## src/hw/rtl/aqh_pkg.sv

```systemverilog
// Shared types and constants of the admin queue host sequencer.
package aqh_pkg;

    // Sequencer phases.
    typedef enum logic [2:0] {
        PH_IDLE    = 3'd0,
        PH_DISABLE = 3'd1,
        PH_ENABLE  = 3'd2,
        PH_READY   = 3'd3,
        PH_CMD     = 3'd4
    } phase_t;

    // Request modes.
    localparam logic [1:0] MODE_ENABLE   = 2'd0;
    localparam logic [1:0] MODE_TICK     = 2'd1;
    localparam logic [1:0] MODE_SUBMIT   = 2'd2;
    localparam logic [1:0] MODE_COMPLETE = 2'd3;

    // Result kinds.
    localparam logic [2:0] KIND_REG_WRITE   = 3'd0;
    localparam logic [2:0] KIND_ENABLE_DONE = 3'd1;
    localparam logic [2:0] KIND_ENABLE_FAIL = 3'd2;
    localparam logic [2:0] KIND_ISSUED      = 3'd3;
    localparam logic [2:0] KIND_COMPLETED   = 3'd4;
    localparam logic [2:0] KIND_TIMED_OUT   = 3'd5;

    // Configuration register indexes.
    localparam logic [1:0] CFG_CAP_TIMEOUT = 2'd0;
    localparam logic [1:0] CFG_DB_STRIDE   = 2'd1;
    localparam logic [1:0] CFG_SQ_BASE     = 2'd2;
    localparam logic [1:0] CFG_CQ_BASE     = 2'd3;

    // Controller register offsets.
    localparam logic [17:0] OFS_CC   = 18'h00014;
    localparam logic [17:0] OFS_AQA  = 18'h00024;
    localparam logic [17:0] OFS_ASQ  = 18'h00028;
    localparam logic [17:0] OFS_ACQ  = 18'h00030;
    localparam logic [17:0] OFS_SQDB = 18'h01000;
    localparam logic [17:0] DB_UNIT  = 18'd4;

    localparam logic [31:0] CC_ENABLE_VALUE = 32'h0046_0001;
    localparam logic [31:0] CSTS_ALL_ONES   = 32'hFFFF_FFFF;

    // Enable timeout: CAP.TO in 500 ms units, default 5000 ms.
    localparam int          CNT_W          = 17;
    localparam logic [16:0] TO_UNIT_MS     = 17'd500;
    localparam logic [16:0] TO_DEFAULT_MS  = 17'd5000;

    localparam int MAX_RESULTS = 4;

    typedef struct packed {
        logic [1:0]  mode;
        logic [31:0] cc_value;
        logic [31:0] csts_value;
        logic [15:0] wait_limit;
        logic [15:0] cq_status_word;
        logic [31:0] cq_result;
    } req_t;

    typedef struct packed {
        logic [2:0]  kind;
        logic [17:0] reg_offset;
        logic [63:0] reg_data;
        logic [15:0] cmd_id;
        logic [4:0]  slot;
        logic [14:0] status_code;
        logic [31:0] completion_value;
        logic        last;
    } rsp_t;

    // Up to four results caused by one request.
    typedef struct packed {
        rsp_t [MAX_RESULTS-1:0] ent;
        logic [2:0]             cnt;
    } bundle_t;

    typedef struct packed {
        logic [7:0]  cap_timeout;
        logic [3:0]  doorbell_stride_exp;
        logic [63:0] admin_sq_base;
        logic [63:0] admin_cq_base;
    } cfg_t;

    // Control state apart from the queue pointers.
    typedef struct packed {
        phase_t            phase;
        logic [CNT_W-1:0]  elapsed;
        logic [15:0]       active_limit;
        logic              expected_phase;
        logic [15:0]       next_cmd_id;
    } ctl_state_t;

endpackage

```

## src/hw/rtl/aqh_step.sv

```systemverilog
// Next-state and result logic for one request of the admin queue sequencer.
module aqh_step #(
    parameter int QUEUE_DEPTH = 32
) (
    input  aqh_pkg::req_t                     item,
    input  aqh_pkg::ctl_state_t               st,
    input  logic [$clog2(QUEUE_DEPTH)-1:0]    sq_tail,
    input  logic [$clog2(QUEUE_DEPTH)-1:0]    cq_head,
    input  aqh_pkg::cfg_t                     cfg,
    output aqh_pkg::ctl_state_t               st_next,
    output logic [$clog2(QUEUE_DEPTH)-1:0]    sq_tail_next,
    output logic [$clog2(QUEUE_DEPTH)-1:0]    cq_head_next,
    output aqh_pkg::bundle_t                  bundle
);
    import aqh_pkg::*;

    localparam int          PTR_W = $clog2(QUEUE_DEPTH);
    localparam logic [PTR_W-1:0] PTR_LAST = PTR_W'(QUEUE_DEPTH - 1);
    localparam logic [15:0] Q1    = 16'(QUEUE_DEPTH - 1);

    function automatic rsp_t mk(input logic [2:0] kind, input logic [17:0] ofs,
                                input logic [63:0] data, input logic [15:0] cid,
                                input logic [4:0] slot, input logic [14:0] sts,
                                input logic [31:0] val);
        rsp_t r;
        r.kind             = kind;
        r.reg_offset       = ofs;
        r.reg_data         = data;
        r.cmd_id           = cid;
        r.slot             = slot;
        r.status_code      = sts;
        r.completion_value = val;
        r.last             = 1'b0;
        return r;
    endfunction

    logic [CNT_W-1:0] cnt_inc;
    logic [CNT_W-1:0] enable_to;
    logic             rdy;
    logic             cfs;
    logic             all_ones;
    logic [15:0]      cur_cid;
    logic [PTR_W-1:0] tail_inc;
    logic [PTR_W-1:0] head_inc;
    logic [17:0]      cqdb_ofs;

    assign cnt_inc   = (&st.elapsed) ? st.elapsed : st.elapsed + CNT_W'(1);
    assign enable_to = (cfg.cap_timeout == 8'd0) ? TO_DEFAULT_MS
                       : CNT_W'(cfg.cap_timeout) * TO_UNIT_MS;
    assign rdy       = item.csts_value[0];
    assign cfs       = item.csts_value[1];
    assign all_ones  = (item.csts_value == CSTS_ALL_ONES);
    assign cur_cid   = st.next_cmd_id - 16'd1;
    assign tail_inc  = (sq_tail == PTR_LAST) ? '0 : sq_tail + PTR_W'(1);
    assign head_inc  = (cq_head == PTR_LAST) ? '0 : cq_head + PTR_W'(1);
    assign cqdb_ofs  = OFS_SQDB + (DB_UNIT << cfg.doorbell_stride_exp);

    always_comb
    begin
        st_next      = st;
        sq_tail_next = sq_tail;
        cq_head_next = cq_head;
        bundle       = '0;

        case (item.mode)
            MODE_ENABLE:
            begin
                // Clear CC.EN first if it is set, then wait for RDY to drop.
                if (item.cc_value[0])
                begin
                    bundle.ent[0] = mk(KIND_REG_WRITE, OFS_CC,
                                       64'({item.cc_value[31:1], 1'b0}),
                                       '0, '0, '0, '0);
                    bundle.cnt    = 3'd1;
                end
                st_next.phase   = PH_DISABLE;
                st_next.elapsed = '0;
            end
            MODE_TICK:
            begin
                case (st.phase)
                    PH_DISABLE:
                    begin
                        if (all_ones || (rdy && cfs))
                        begin
                            bundle.ent[0] = mk(KIND_ENABLE_FAIL, '0, '0, '0, '0, '0, '0);
                            bundle.cnt    = 3'd1;
                            st_next.phase = PH_IDLE;
                        end
                        else if (!rdy)
                        begin
                            bundle.ent[0] = mk(KIND_REG_WRITE, OFS_AQA, 64'({Q1, Q1}),
                                               '0, '0, '0, '0);
                            bundle.ent[1] = mk(KIND_REG_WRITE, OFS_ASQ, cfg.admin_sq_base,
                                               '0, '0, '0, '0);
                            bundle.ent[2] = mk(KIND_REG_WRITE, OFS_ACQ, cfg.admin_cq_base,
                                               '0, '0, '0, '0);
                            bundle.ent[3] = mk(KIND_REG_WRITE, OFS_CC, 64'(CC_ENABLE_VALUE),
                                               '0, '0, '0, '0);
                            bundle.cnt             = 3'd4;
                            sq_tail_next           = '0;
                            cq_head_next           = '0;
                            st_next.expected_phase = 1'b1;
                            st_next.next_cmd_id    = '0;
                            st_next.elapsed        = '0;
                            st_next.phase          = PH_ENABLE;
                        end
                        else
                        begin
                            st_next.elapsed = cnt_inc;
                            if (cnt_inc > enable_to)
                            begin
                                bundle.ent[0] = mk(KIND_ENABLE_FAIL, '0, '0, '0, '0, '0, '0);
                                bundle.cnt    = 3'd1;
                                st_next.phase = PH_IDLE;
                            end
                        end
                    end
                    PH_ENABLE:
                    begin
                        if (all_ones)
                        begin
                            bundle.ent[0] = mk(KIND_ENABLE_FAIL, '0, '0, '0, '0, '0, '0);
                            bundle.cnt    = 3'd1;
                            st_next.phase = PH_IDLE;
                        end
                        else if (rdy)
                        begin
                            bundle.ent[0] = mk(KIND_ENABLE_DONE, '0, '0, '0, '0, '0, '0);
                            bundle.cnt    = 3'd1;
                            st_next.phase = PH_READY;
                        end
                        else if (cfs)
                        begin
                            bundle.ent[0] = mk(KIND_ENABLE_FAIL, '0, '0, '0, '0, '0, '0);
                            bundle.cnt    = 3'd1;
                            st_next.phase = PH_IDLE;
                        end
                        else
                        begin
                            st_next.elapsed = cnt_inc;
                            if (cnt_inc > enable_to)
                            begin
                                bundle.ent[0] = mk(KIND_ENABLE_FAIL, '0, '0, '0, '0, '0, '0);
                                bundle.cnt    = 3'd1;
                                st_next.phase = PH_IDLE;
                            end
                        end
                    end
                    PH_CMD:
                    begin
                        st_next.elapsed = cnt_inc;
                        if (cnt_inc > CNT_W'(st.active_limit))
                        begin
                            bundle.ent[0] = mk(KIND_TIMED_OUT, '0, '0, cur_cid, '0, '0, '0);
                            bundle.cnt    = 3'd1;
                            st_next.phase = PH_READY;
                        end
                    end
                    default:
                    begin
                        st_next = st;
                    end
                endcase
            end
            MODE_SUBMIT:
            begin
                if (st.phase == PH_READY)
                begin
                    bundle.ent[0] = mk(KIND_ISSUED, '0, '0, st.next_cmd_id,
                                       5'(sq_tail), '0, '0);
                    bundle.ent[1] = mk(KIND_REG_WRITE, OFS_SQDB, 64'(tail_inc),
                                       '0, '0, '0, '0);
                    bundle.cnt           = 3'd2;
                    sq_tail_next         = tail_inc;
                    st_next.next_cmd_id  = st.next_cmd_id + 16'd1;
                    st_next.active_limit = item.wait_limit;
                    st_next.elapsed      = '0;
                    st_next.phase        = PH_CMD;
                end
            end
            default:
            begin
                // Completion sample: take it only in the command wait and when the phase tag matches.
                if (st.phase == PH_CMD && item.cq_status_word[0] == st.expected_phase)
                begin
                    bundle.ent[0] = mk(KIND_COMPLETED, '0, '0, cur_cid, '0,
                                       item.cq_status_word[15:1], item.cq_result);
                    bundle.ent[1] = mk(KIND_REG_WRITE, cqdb_ofs, 64'(head_inc),
                                       '0, '0, '0, '0);
                    bundle.cnt    = 3'd2;
                    cq_head_next  = head_inc;
                    if (cq_head == PTR_LAST)
                    begin
                        st_next.expected_phase = ~st.expected_phase;
                    end
                    st_next.phase = PH_READY;
                end
            end
        endcase

        for (int i = 0; i < MAX_RESULTS; i++)
        begin
            if (bundle.cnt != 3'd0 && 3'(i) == bundle.cnt - 3'd1)
            begin
                bundle.ent[i].last = 1'b1;
            end
        end
    end

endmodule

```

## src/hw/rtl/aqh_rsp_buf.sv

```systemverilog
// Result register that holds the results of one request and drains them in order.
module aqh_rsp_buf (
    input  logic             clk,
    input  logic             rst_n,
    input  aqh_pkg::bundle_t bundle,
    input  logic             load,
    output logic             can_load,
    output logic             rsp_valid,
    input  logic             rsp_stall,
    output aqh_pkg::rsp_t    rsp
);
    import aqh_pkg::*;

    rsp_t [MAX_RESULTS-1:0] ent_reg;
    logic [2:0]             cnt_reg;
    logic [2:0]             cnt_next;
    logic [1:0]             idx_reg;
    logic [1:0]             idx_next;
    logic                   take;
    logic                   take_last;

    assign rsp_valid = (cnt_reg != 3'd0);
    assign rsp       = ent_reg[idx_reg];
    assign take      = rsp_valid && !rsp_stall;
    assign take_last = take && (3'(idx_reg) == cnt_reg - 3'd1);
    assign can_load  = !rsp_valid || take_last;

    always_comb
    begin
        cnt_next = cnt_reg;
        idx_next = idx_reg;
        if (load)
        begin
            cnt_next = bundle.cnt;
            idx_next = '0;
        end
        else if (take_last)
        begin
            cnt_next = '0;
            idx_next = '0;
        end
        else if (take)
        begin
            idx_next = idx_reg + 2'd1;
        end
    end

    always_ff @(posedge clk or negedge rst_n)
    begin
        if (!rst_n)
        begin
            cnt_reg <= '0;
            idx_reg <= '0;
        end
        else
        begin
            cnt_reg <= cnt_next;
            idx_reg <= idx_next;
        end
    end

    always_ff @(posedge clk)
    begin
        if (load)
        begin
            ent_reg <= bundle.ent;
        end
    end

endmodule

```

## src/hw/rtl/nvme_admin_queue_host_sequencer_unit.sv

```systemverilog
// Top level of the NVMe admin queue host sequencer.
// A request is registered at acceptance; its results load into the result register when free.
// One request per cycle while each request yields at most one result and rsp_stall is low; a
// request with more results holds the single result register, one result per unstalled cycle.
// Reset: all control state clears at once (phase idle, pointers and counts zero, expected
// completion phase one, configuration zero); there is no clearing pass.
module nvme_admin_queue_host_sequencer_unit #(
    parameter int QUEUE_DEPTH = 32
) (
    input  logic           clk,
    input  logic           rst_n,
    // Request channel
    input  logic           req_valid,
    output logic           req_stall,
    input  aqh_pkg::req_t  req,
    // Result channel
    output logic           rsp_valid,
    input  logic           rsp_stall,
    output aqh_pkg::rsp_t  rsp,
    // Configuration writes
    input  logic           cfg_we,
    input  logic [1:0]     cfg_index,
    input  logic [63:0]    cfg_data
);
    import aqh_pkg::*;

    localparam int PTR_W = $clog2(QUEUE_DEPTH);

    // Request register stage.
    req_t             item_reg;
    logic             item_vld_reg;
    logic             item_vld_next;
    logic             accept;
    logic             advance;

    // Sequencer state.
    ctl_state_t       st_reg;
    ctl_state_t       st_next;
    logic [PTR_W-1:0] sq_tail_reg;
    logic [PTR_W-1:0] sq_tail_next;
    logic [PTR_W-1:0] cq_head_reg;
    logic [PTR_W-1:0] cq_head_next;

    // Configuration registers.
    cfg_t             cfg_reg;
    cfg_t             cfg_next;

    bundle_t          bundle;
    logic             can_load;

    // Hold the registered request until the result register can take its results.
    assign advance   = item_vld_reg && can_load;
    assign req_stall = item_vld_reg && !can_load;
    assign accept    = req_valid && !req_stall;

    always_comb
    begin
        item_vld_next = item_vld_reg;
        if (accept)
        begin
            item_vld_next = 1'b1;
        end
        else if (advance)
        begin
            item_vld_next = 1'b0;
        end
    end

    always_ff @(posedge clk)
    begin
        if (accept)
        begin
            item_reg <= req;
        end
    end

    // Decode configuration writes; fields narrower than the data bus drop upper bits.
    always_comb
    begin
        cfg_next = cfg_reg;
        if (cfg_we)
        begin
            case (cfg_index)
                CFG_CAP_TIMEOUT: cfg_next.cap_timeout         = cfg_data[7:0];
                CFG_DB_STRIDE:   cfg_next.doorbell_stride_exp = cfg_data[3:0];
                CFG_SQ_BASE:     cfg_next.admin_sq_base       = cfg_data;
                CFG_CQ_BASE:     cfg_next.admin_cq_base       = cfg_data;
                default:         cfg_next                     = cfg_reg;
            endcase
        end
    end

    // Evaluate the registered request against the current state in one pass.
    aqh_step #(
        .QUEUE_DEPTH (QUEUE_DEPTH)
    ) u_step (
        .item         (item_reg),
        .st           (st_reg),
        .sq_tail      (sq_tail_reg),
        .cq_head      (cq_head_reg),
        .cfg          (cfg_reg),
        .st_next      (st_next),
        .sq_tail_next (sq_tail_next),
        .cq_head_next (cq_head_next),
        .bundle       (bundle)
    );

    // Advance the state only when the request leaves the input register.
    always_ff @(posedge clk or negedge rst_n)
    begin
        if (!rst_n)
        begin
            item_vld_reg          <= 1'b0;
            st_reg.phase          <= PH_IDLE;
            st_reg.elapsed        <= '0;
            st_reg.active_limit   <= '0;
            st_reg.expected_phase <= 1'b1;
            st_reg.next_cmd_id    <= '0;
            sq_tail_reg           <= '0;
            cq_head_reg           <= '0;
            cfg_reg               <= '0;
        end
        else
        begin
            item_vld_reg <= item_vld_next;
            cfg_reg      <= cfg_next;
            if (advance)
            begin
                st_reg      <= st_next;
                sq_tail_reg <= sq_tail_next;
                cq_head_reg <= cq_head_next;
            end
        end
    end

    // Result register: a request with no results loads nothing.
    aqh_rsp_buf u_rsp_buf (
        .clk       (clk),
        .rst_n     (rst_n),
        .bundle    (bundle),
        .load      (advance && bundle.cnt != 3'd0),
        .can_load  (can_load),
        .rsp_valid (rsp_valid),
        .rsp_stall (rsp_stall),
        .rsp       (rsp)
    );

    // Queue pointers stay inside the ring.
    assert property (@(posedge clk) disable iff (!rst_n)
        (sq_tail_reg <= PTR_W'(QUEUE_DEPTH - 1)) && (cq_head_reg <= PTR_W'(QUEUE_DEPTH - 1)))
        else $error("queue pointer out of range");

    // A stall toward the requester comes only from a held request.
    assert property (@(posedge clk) disable iff (!rst_n)
        req_stall |-> item_vld_reg)
        else $error("request stalled with empty input register");

    // An issued command is always followed by its doorbell write.
    assert property (@(posedge clk) disable iff (!rst_n)
        (rsp_valid && rsp.kind == KIND_ISSUED) |-> !rsp.last)
        else $error("issued result marked last");

    // A submit taken in the ready phase moves to the command wait.
    assert property (@(posedge clk) disable iff (!rst_n)
        (advance && item_reg.mode == MODE_SUBMIT && st_reg.phase == PH_READY)
        |=> (st_reg.phase == PH_CMD))
        else $error("submit did not start command wait");

    // Completion results only leave the command wait.
    assert property (@(posedge clk) disable iff (!rst_n)
        (advance && bundle.cnt != 3'd0 && bundle.ent[0].kind == KIND_COMPLETED)
        |-> (st_reg.phase == PH_CMD))
        else $error("completion outside command wait");

endmodule
```

## config.mk

```make
export PLATFORM = sky130hd
export DESIGN_NAME = nvme_admin_queue_host_sequencer_unit
export DESIGN_NICKNAME = d
export VERILOG_FILES = /design/src/hw/rtl/aqh_pkg.sv /design/src/hw/rtl/aqh_step.sv /design/src/hw/rtl/aqh_rsp_buf.sv /design/src/hw/rtl/nvme_admin_queue_host_sequencer_unit.sv
export SDC_FILE = /design/constraint.sdc
export NUM_CORES = 1
export LEC_CHECK = 0
export BUFFER_PORTS_ARGS = -buffer_cell sky130_fd_sc_hd__buf_4
export CAP_MARGIN = 10
export CORE_ASPECT_RATIO = 1.5
export CORE_MARGIN = 2
export CORE_UTILIZATION = 40
export DETAILED_ROUTE_END_ITERATION = 8
export PLACE_DENSITY_LB_ADDON = 0.1
export REMOVE_ABC_BUFFERS = 1
export SKIP_CTS_REPAIR_TIMING = 1
export SYNTH_ARGS = -nofsm -noshare
export SYNTH_HDL_FRONTEND = slang
export SYNTH_SLANG_ARGS = --single-unit
export TNS_END_PERCENT = 10
```

## constraint.sdc

```tcl
create_clock -name clk -period 56.6 [get_ports clk]
set_input_delay 2.83 -clock clk [delete_from_list [all_inputs] [get_ports clk]]
set_output_delay 2.83 -clock clk [all_outputs]
set_load 0.1 [all_outputs]
```

==> results.cfg, run 1 <==
[pwr]
p_clk_share_pct = 22.5
p_comb_share_pct = 44.5
p_leak_nw = 13.6
p_seq_share_pct = 33.0
ir_drop_v = 0.0000307
internal_power_mw = 0.998
p_switching_mw = 0.768
p_sw_share_pct = 43.5
power.density_nw_per_um2 = 54.3

[clocking]
clk_pin_slew_ns = 0.06
cts_buffers = 59
cts_tree = done
clock_sinks = 593
clk_path_buf_depth = 3
insertion_delay_ns = 0.64
cts_max_level = 2
cts-root-buf = clkbuf_16

[routing]
drcViolationCount = 0
ant_nets = 0
drtIter0Drc = 1000
via_count = 17200
first_pass_iters = 5
wl_per_cell_um = 20.8
vias_per_cell = 5.17
wl_um = 68900

[yosys]
ys_warn_count = 0
synth_cell_types = 84
yosys-top-cells-count = edfxtp_1 (384), and2_1 (240), dfrtp_1 (208), nand2_1 (147), mux2_2 (139)
synth_edf_count = 384
synthAdderAreaFrac_pct = 5.67
synth_cells = 2054
synth_xor_area_share_pct = 1.49
mappedNetlistArea_um2 = 27000
ys.flop_type = edfxtp_1
avgSynthCellArea_um2 = 13.2
synth-simple-area-share_pct = 13.3
synth_top_family_by_area = simple AND/OR/NAND/NOR gates
ys_seq_elements = 593
synth_compound_area_share_pct = 6.60
seq_area_frac_synth_pct = 62.0
synthTopCellsByArea = edfxtp_1 (43%), dfrtp_1 (19%), mux2_2 (5.8%), and2_1 (5.6%), ha_1 (4.1%)
synth_most_common_cell = edfxtp_1
synth_top_area_cell = edfxtp_1
muxShareOfSynthArea_pct = 8.04
ys_async_sr_fraction_pct = 35.2
synth_top_area_share_pct = 42.6

[critical_path]
crit_arrival_ns = 8.00
critPathKind = flip-flop to flip-flop
reg2reg_slack_ns = 48.85
start_kind = flip-flop
cp_max_fo = 191
cp-end-kind = flip-flop
cp_slowest_cell = buf_4
cp_slowest_stage_delay_ns = 0.80
worstPathRequired_ns = 56.85
cp_cell_sequence = inv_1, ha_1, inv_1, fa_1, fa_1, fa_1, inv_1, ha_1, o21ai_0, a21oi_1, o41ai_1, o21ai_0, xor2_1, nand2_1, ha_1, and4_1, nand2_1, a311oi_1, o22ai_2, a21oi_2, a21oi_2, a21oi_4, buf_12, buf_4

[timing]
min_period_ns = 7.75
period_share_pct = 13.7
slew_headroom_pct = 24.0
setup_viol = 0
rsz0062_at_grt = false
fmax_mhz = 129
setup_tns_ns = 0
tightest_slew_ns = 1.14
hold_violations = 0
slew_viol_final = 0
clock_skew_ns = 0.0183

[hold_path]
min_path_type = flip-flop to flip-flop

[place]
dpl.cell_count = 3200
io_buffers = 354
dp_hpwl_um = 45300
gp_congestion = 0.851

[finish]
seq_area_um2 = 16800
finalNetCount = 2687
multi_input_area_um2 = 9570
fill_cells = 6003
area_growth_pct = 20.3
drive_gt1_share_pct = 26.9
final_cells = 3316
largest_register_ffs = 254

[floorplan]
initial_core_util_pct = 40.5
die_area_um2 = 69800
ios = 357
die_w_um = 216
num_rows = 116
die_height_um = 322
core-area_um2 = 66800

[global_routing]
grt_pass1_vias = 17800
grt_util_all_layers_pct = 19.8
antenna_found_initial = 5
grt_max_degree = 192
overflow = 0
grt_pass1_wl_um = 105000

[run]
drv_cap = 0

[outcome]
status = complete, no violations
critical path, delay by kind of cell, from the launching register on:
family | cells | cell delay, ns
AND/OR/NAND/NOR | 3 | 0.36
adder cells (fa/ha/maj) | 6 | 2.47
flip-flops | 1 | 0.51
AO/OA/AOI/OAI | 9 | 1.90
XOR/XNOR | 1 | 0.15
buffers and inverters | 5 | 1.80
placed cells by master (no fill, tap or decap), drive strengths merged, types with 10 or more instances in the layout:
cell / instances
mux2: 149
o31ai: 13
and2: 240
o21ai: 88
ha: 89
xor2: 22
a22o: 40
nand2b: 19
fa: 21
clkbuf: 81
nor3: 26
nand3: 28
or3: 10
buf: 372
dfrtp: 208
and3: 53
nor2b: 12
xnor2: 24
inv: 81
edfxtp: 384
a31oi: 20
nand2: 148
mux2i: 34
a21oi: 58
nor2: 69
clkinv: 21
nand4: 18
cells by family after synthesis:
family / after synthesis
other: 1
AO/OA/AOI/OAI: 271
XOR/XNOR: 46
adder cells (fa/ha/maj): 110
multiplexers: 188
flip-flops: 593
buffers and inverters: 191
AND/OR/NAND/NOR: 654
metrics by stage:
step / util [%] / area [um2] / hold WS, ns / power, mW / setup slack [ns]
2_1_floorplan: - / 26500 / 0.455 / 1.19 / 38.43
3_3_place_gp: 45.8 / 30600 / 0.461 / 1.37 / 48.92
3_5_place_dp: 45.8 / 30600 / 0.465 / 1.39 / 48.80
4_1_cts: 48.7 / 32500 / 0.478 / 1.79 / 48.76
5_1_grt: 48.7 / 32500 / 0.490 / 1.86 / 48.29
6_report: 48.7 / 32500 / 0.474 / 1.77 / 48.85
power by group through the flow:
stage / clock [mW] / sequential [mW] / combinational [mW]
finish: 0.397 / 0.583 / 0.786
global placement: 0 / 0.589 / 0.784
detailed placement: 0 / 0.592 / 0.793
global route: 0.427 / 0.591 / 0.843
CTS: 0.410 / 0.584 / 0.795
floorplan: 0 / 0.600 / 0.592
cell type report:
cell class | count | area share (%)
tap | 885 | 3.40
sequential | 593 | 51.5
clock inverter | 32 | 1.02
timing repair buffer | 373 | 8.66
clock buffer | 80 | 5.03
inverter | 78 | 0.900
antenna | 4 | 0.0308
multi-input combinational | 1271 | 29.4
metal layers:
layer  vias to the layer above  GRT usage [%]  share of wire [%]
met5                         -              0                  0
met4                         0           6.59                3.0
met3                       106           3.53                5.0
met2                       449           34.8                 51
met1                      8576           24.5                 41
li1                       8020              -                  -
path summary, 6_finish.rpt:
check | from | to | cells after the start
max | cfg_reg[137] | u_rsp_buf.ent_reg[254] | 24
min | item_reg[49] | st_reg[18] | 1
max reg2reg | cfg_reg[137] | u_rsp_buf.ent_reg[254] | 24
min reg2reg | item_reg[49] | st_reg[18] | 1
max in group asynchronous | rst_n | u_rsp_buf.idx_reg[0] | 2
min in group asynchronous | rst_n | cfg_reg[44] | 1
Power figures use the tool's default switching activity.
==> run 2: changes to the inputs <==
Settings changed: ABC_AREA set to 1.
Clock period 56.6 ns to 7.6 ns, I/O delays scaled along.
==> run 2 against run 1 <==
Compared with the run above: the run now ends with hold timing left; clock power increased to 7.5 times the previous value; combinational power increased to 8.4 times the previous value; core utilization increased by 2.1 points; non-clock buffer count increased by 140; highest routed layer is now met5.
==> results.cfg, run 2 <==
[global_routing]
grt_util_met1_pct = 23.6
grt_max_degree = 109
gr-usage-met3_pct = 4.06
grt_pass1_vias = 19500
grt.busiest_layer = met2
grt_util_met2_pct = 35.2
antenna_found_initial = 2
grt_util_all_layers_pct = 19.6
overflow = 0
grt_pass1_wl_um = 107000

[critical_path]
worstPathRequired_ns = 7.89
start_kind = flip-flop
crit_top_cell = nand2_1
cp_max_fo = 65
cp-end-kind = flip-flop
cp_slowest_cell = dfrtp_1
cp_slowest_stage_delay_ns = 0.56
critPathKind = flip-flop to flip-flop
crit_arrival_ns = 7.29

[pwr]
power.density_nw_per_um2 = 413
internal_power_mw = 7.44
p_sw_share_pct = 46.9
p_clk_share_pct = 21.3
ir_drop_v = 0.000311
p_seq_share_pct = 31.8
p_switching_mw = 6.56
p_comb_share_pct = 46.9
p_leak_nw = 15.2
power.total_mw = 14.0

[finish]
area_growth_pct = 25.9
largest_register_ffs = 254
multi_input_area_um2 = 8200
mostFrequentLayoutCell = nand2_1
finalNetCount = 3427
final_cell_area_um2 = 33900
fill_cells = 6127
drive_gt1_share_pct = 16.2
layout_common_cells = nand2_1 (443), inv_1 (418), nor2_1 (387)
seq_area_um2 = 16800
final_cells = 4052

[timing]
slew_viol_final = 0
setup_tns_ns = 0
hold_violations = 3
tightest_slew_ns = 1.01
setup_viol = 0
slew_headroom_pct = 32.4
period_share_pct = 92.1
hold-worst-slack_ns = -0.00398
fmax_mhz = 143
clock_skew_ns = 0.0394
rsz0062_at_grt = false
min_period_ns = 7.00

[place]
dp_hpwl_um = 45900
io_buffers = 354
gp_congestion = 0.815
dpl.cell_count = 3804
placed_area_um2 = 30600

[outcome]
violations = hold timing
status = complete, but fails checks

[routing]
via_count = 19600
drtIter0Drc = 1089
drcViolationCount = 0
ant_nets = 0
first_pass_iters = 5
wl_um = 69400
wl_per_cell_um = 17.1
vias_per_cell = 4.83

[yosys]
ys_seq_elements = 593
synth_cells = 2652
avgSynthCellArea_um2 = 10.2
synthTopCellsByArea = edfxtp_1 (43%), dfrtp_1 (19%), nand2_1 (6.2%), inv_1 (5.9%), nor2_1 (5.4%)
synth_edf_count = 384
synth_top_area_cell = edfxtp_1
ys_async_sr_fraction_pct = 35.2
mappedNetlistArea_um2 = 27000
synth_most_common_cell = nand2_1
ys_warn_count = 0
yosys-top-cells-count = nand2_1 (444), inv_1 (422), nor2_1 (389), edfxtp_1 (384), dfrtp_1 (208)
seq_area_frac_synth_pct = 62.2
ys.flop_type = edfxtp_1
synth_cell_types = 48
synth_top_area_share_pct = 42.8

[floorplan]
die_area_um2 = 69500
core-area_um2 = 66800
ios = 357
die_w_um = 216
num_rows = 116
die_height_um = 322
initial_core_util_pct = 40.4

[clocking]
cts_buffers = 58
insertion_delay_ns = 0.66
clk_path_buf_depth = 3
cts_max_level = 2
cts-root-buf = clkbuf_16
clk_pin_slew_ns = 0.06
clock_sinks = 593
cts_tree = done

[run]
drv_cap = 0

[hold_path]
min_path_type = input pin to flip-flop
[run 2: cell types whose count changed after synthesis, sizes merged, moves of 103 or more]
| cell | delta |
|---|---|
| inv | +350 |
| nor2 | +326 |
| nand2 | +306 |
| and2 | -240 |
| mux2 | -148 |
| o21ai | +103 |
[run 2: area by class of cell]
type | instances | share of cell area (%)
flip-flops and latches | 593 | 49.4
multi-input cells | 1517 | 24.2
repair buffers | 513 | 12.6
clock buffers | 84 | 4.83
inverters | 433 | 4.81
well taps | 885 | 3.26
clock inverters | 26 | 0.962
diodes | 1 | 0.00737
[run 2: logic make-up after synthesis]
family          count (synthesis)  share of synthesized area (%)
compound gates                367                           8.04
xor+xnor                       36                           1.17
fa+ha+maj                     110                           5.69
buf+inv                       543                           7.62
flops                         593                           62.2
mux                             1                         0.0418
other cells                     1                         0.0139
simple gates                 1001                           15.2
[run 2: final timing paths]
kind	start	endpoint	slack [ns]	cells past startpoint
min	cfg_data[63]	cfg_reg[127]	-0.004	3
min in group asynchronous	rst_n	cfg_reg[98]	0.36	2
max	cfg_reg[133]	u_rsp_buf.ent_reg[401]	0.60	36
max in group asynchronous	rst_n	u_rsp_buf.idx_reg[1]	5.80	3
max reg2reg	cfg_reg[133]	u_rsp_buf.ent_reg[401]	0.60	36
min reg2reg	item_reg[48]	st_reg[17]	0.48	1
[run 2: worst max-delay path, delay by kind of cell, from the launching register on]
| family | cells | cell delay [ns] |
|---|---|---|
| adders and majority gates | 6 | 2.45 |
| and+or+nand+nor | 17 | 1.53 |
| AOI/OAI and AO/OA | 8 | 1.31 |
| DFF | 1 | 0.56 |
| buffers and inverters | 4 | 0.51 |
| xor gates and xnor gates | 1 | 0.19 |
[run 2: power by group through the flow]
stage / clock [mW] / combinational, mW / sequential, mW
final: 2.99 / 6.57 / 4.45
after global placement: 0 / 6.51 / 4.49
after CTS: 3.08 / 6.58 / 4.45
after global routing: 3.20 / 7.08 / 4.51
after floorplan: 0 / 4.91 / 4.57
after detailed placement: 0 / 6.56 / 4.51
[run 2: through the flow]
stage | worst slack [ns] | hold WS (ns) | utilization, %
detailed placement | 0.651 | 0.470 | 45.8
finish | 0.601 | -0.00398 | 50.8
global route | 0.00948 | 0.0000270 | 50.8
CTS | 0.604 | -0.181 | 48.8
global placement | 0.735 | 0.465 | 45.8
floorplan | -3.68 | 0.0844 | -
[run 2: layer usage]
| metal | vias up | wire length (um) | share of wire [%] |
|---|---|---|---|
| met5 | - | 13 | 0.019 |
| met4 | 2 | 1930 | 2.8 |
| met3 | 108 | 3520 | 5.1 |
| met2 | 449 | 35400 | 51 |
| met1 | 9424 | 28500 | 41 |
| li1 | 9575 | - | - |
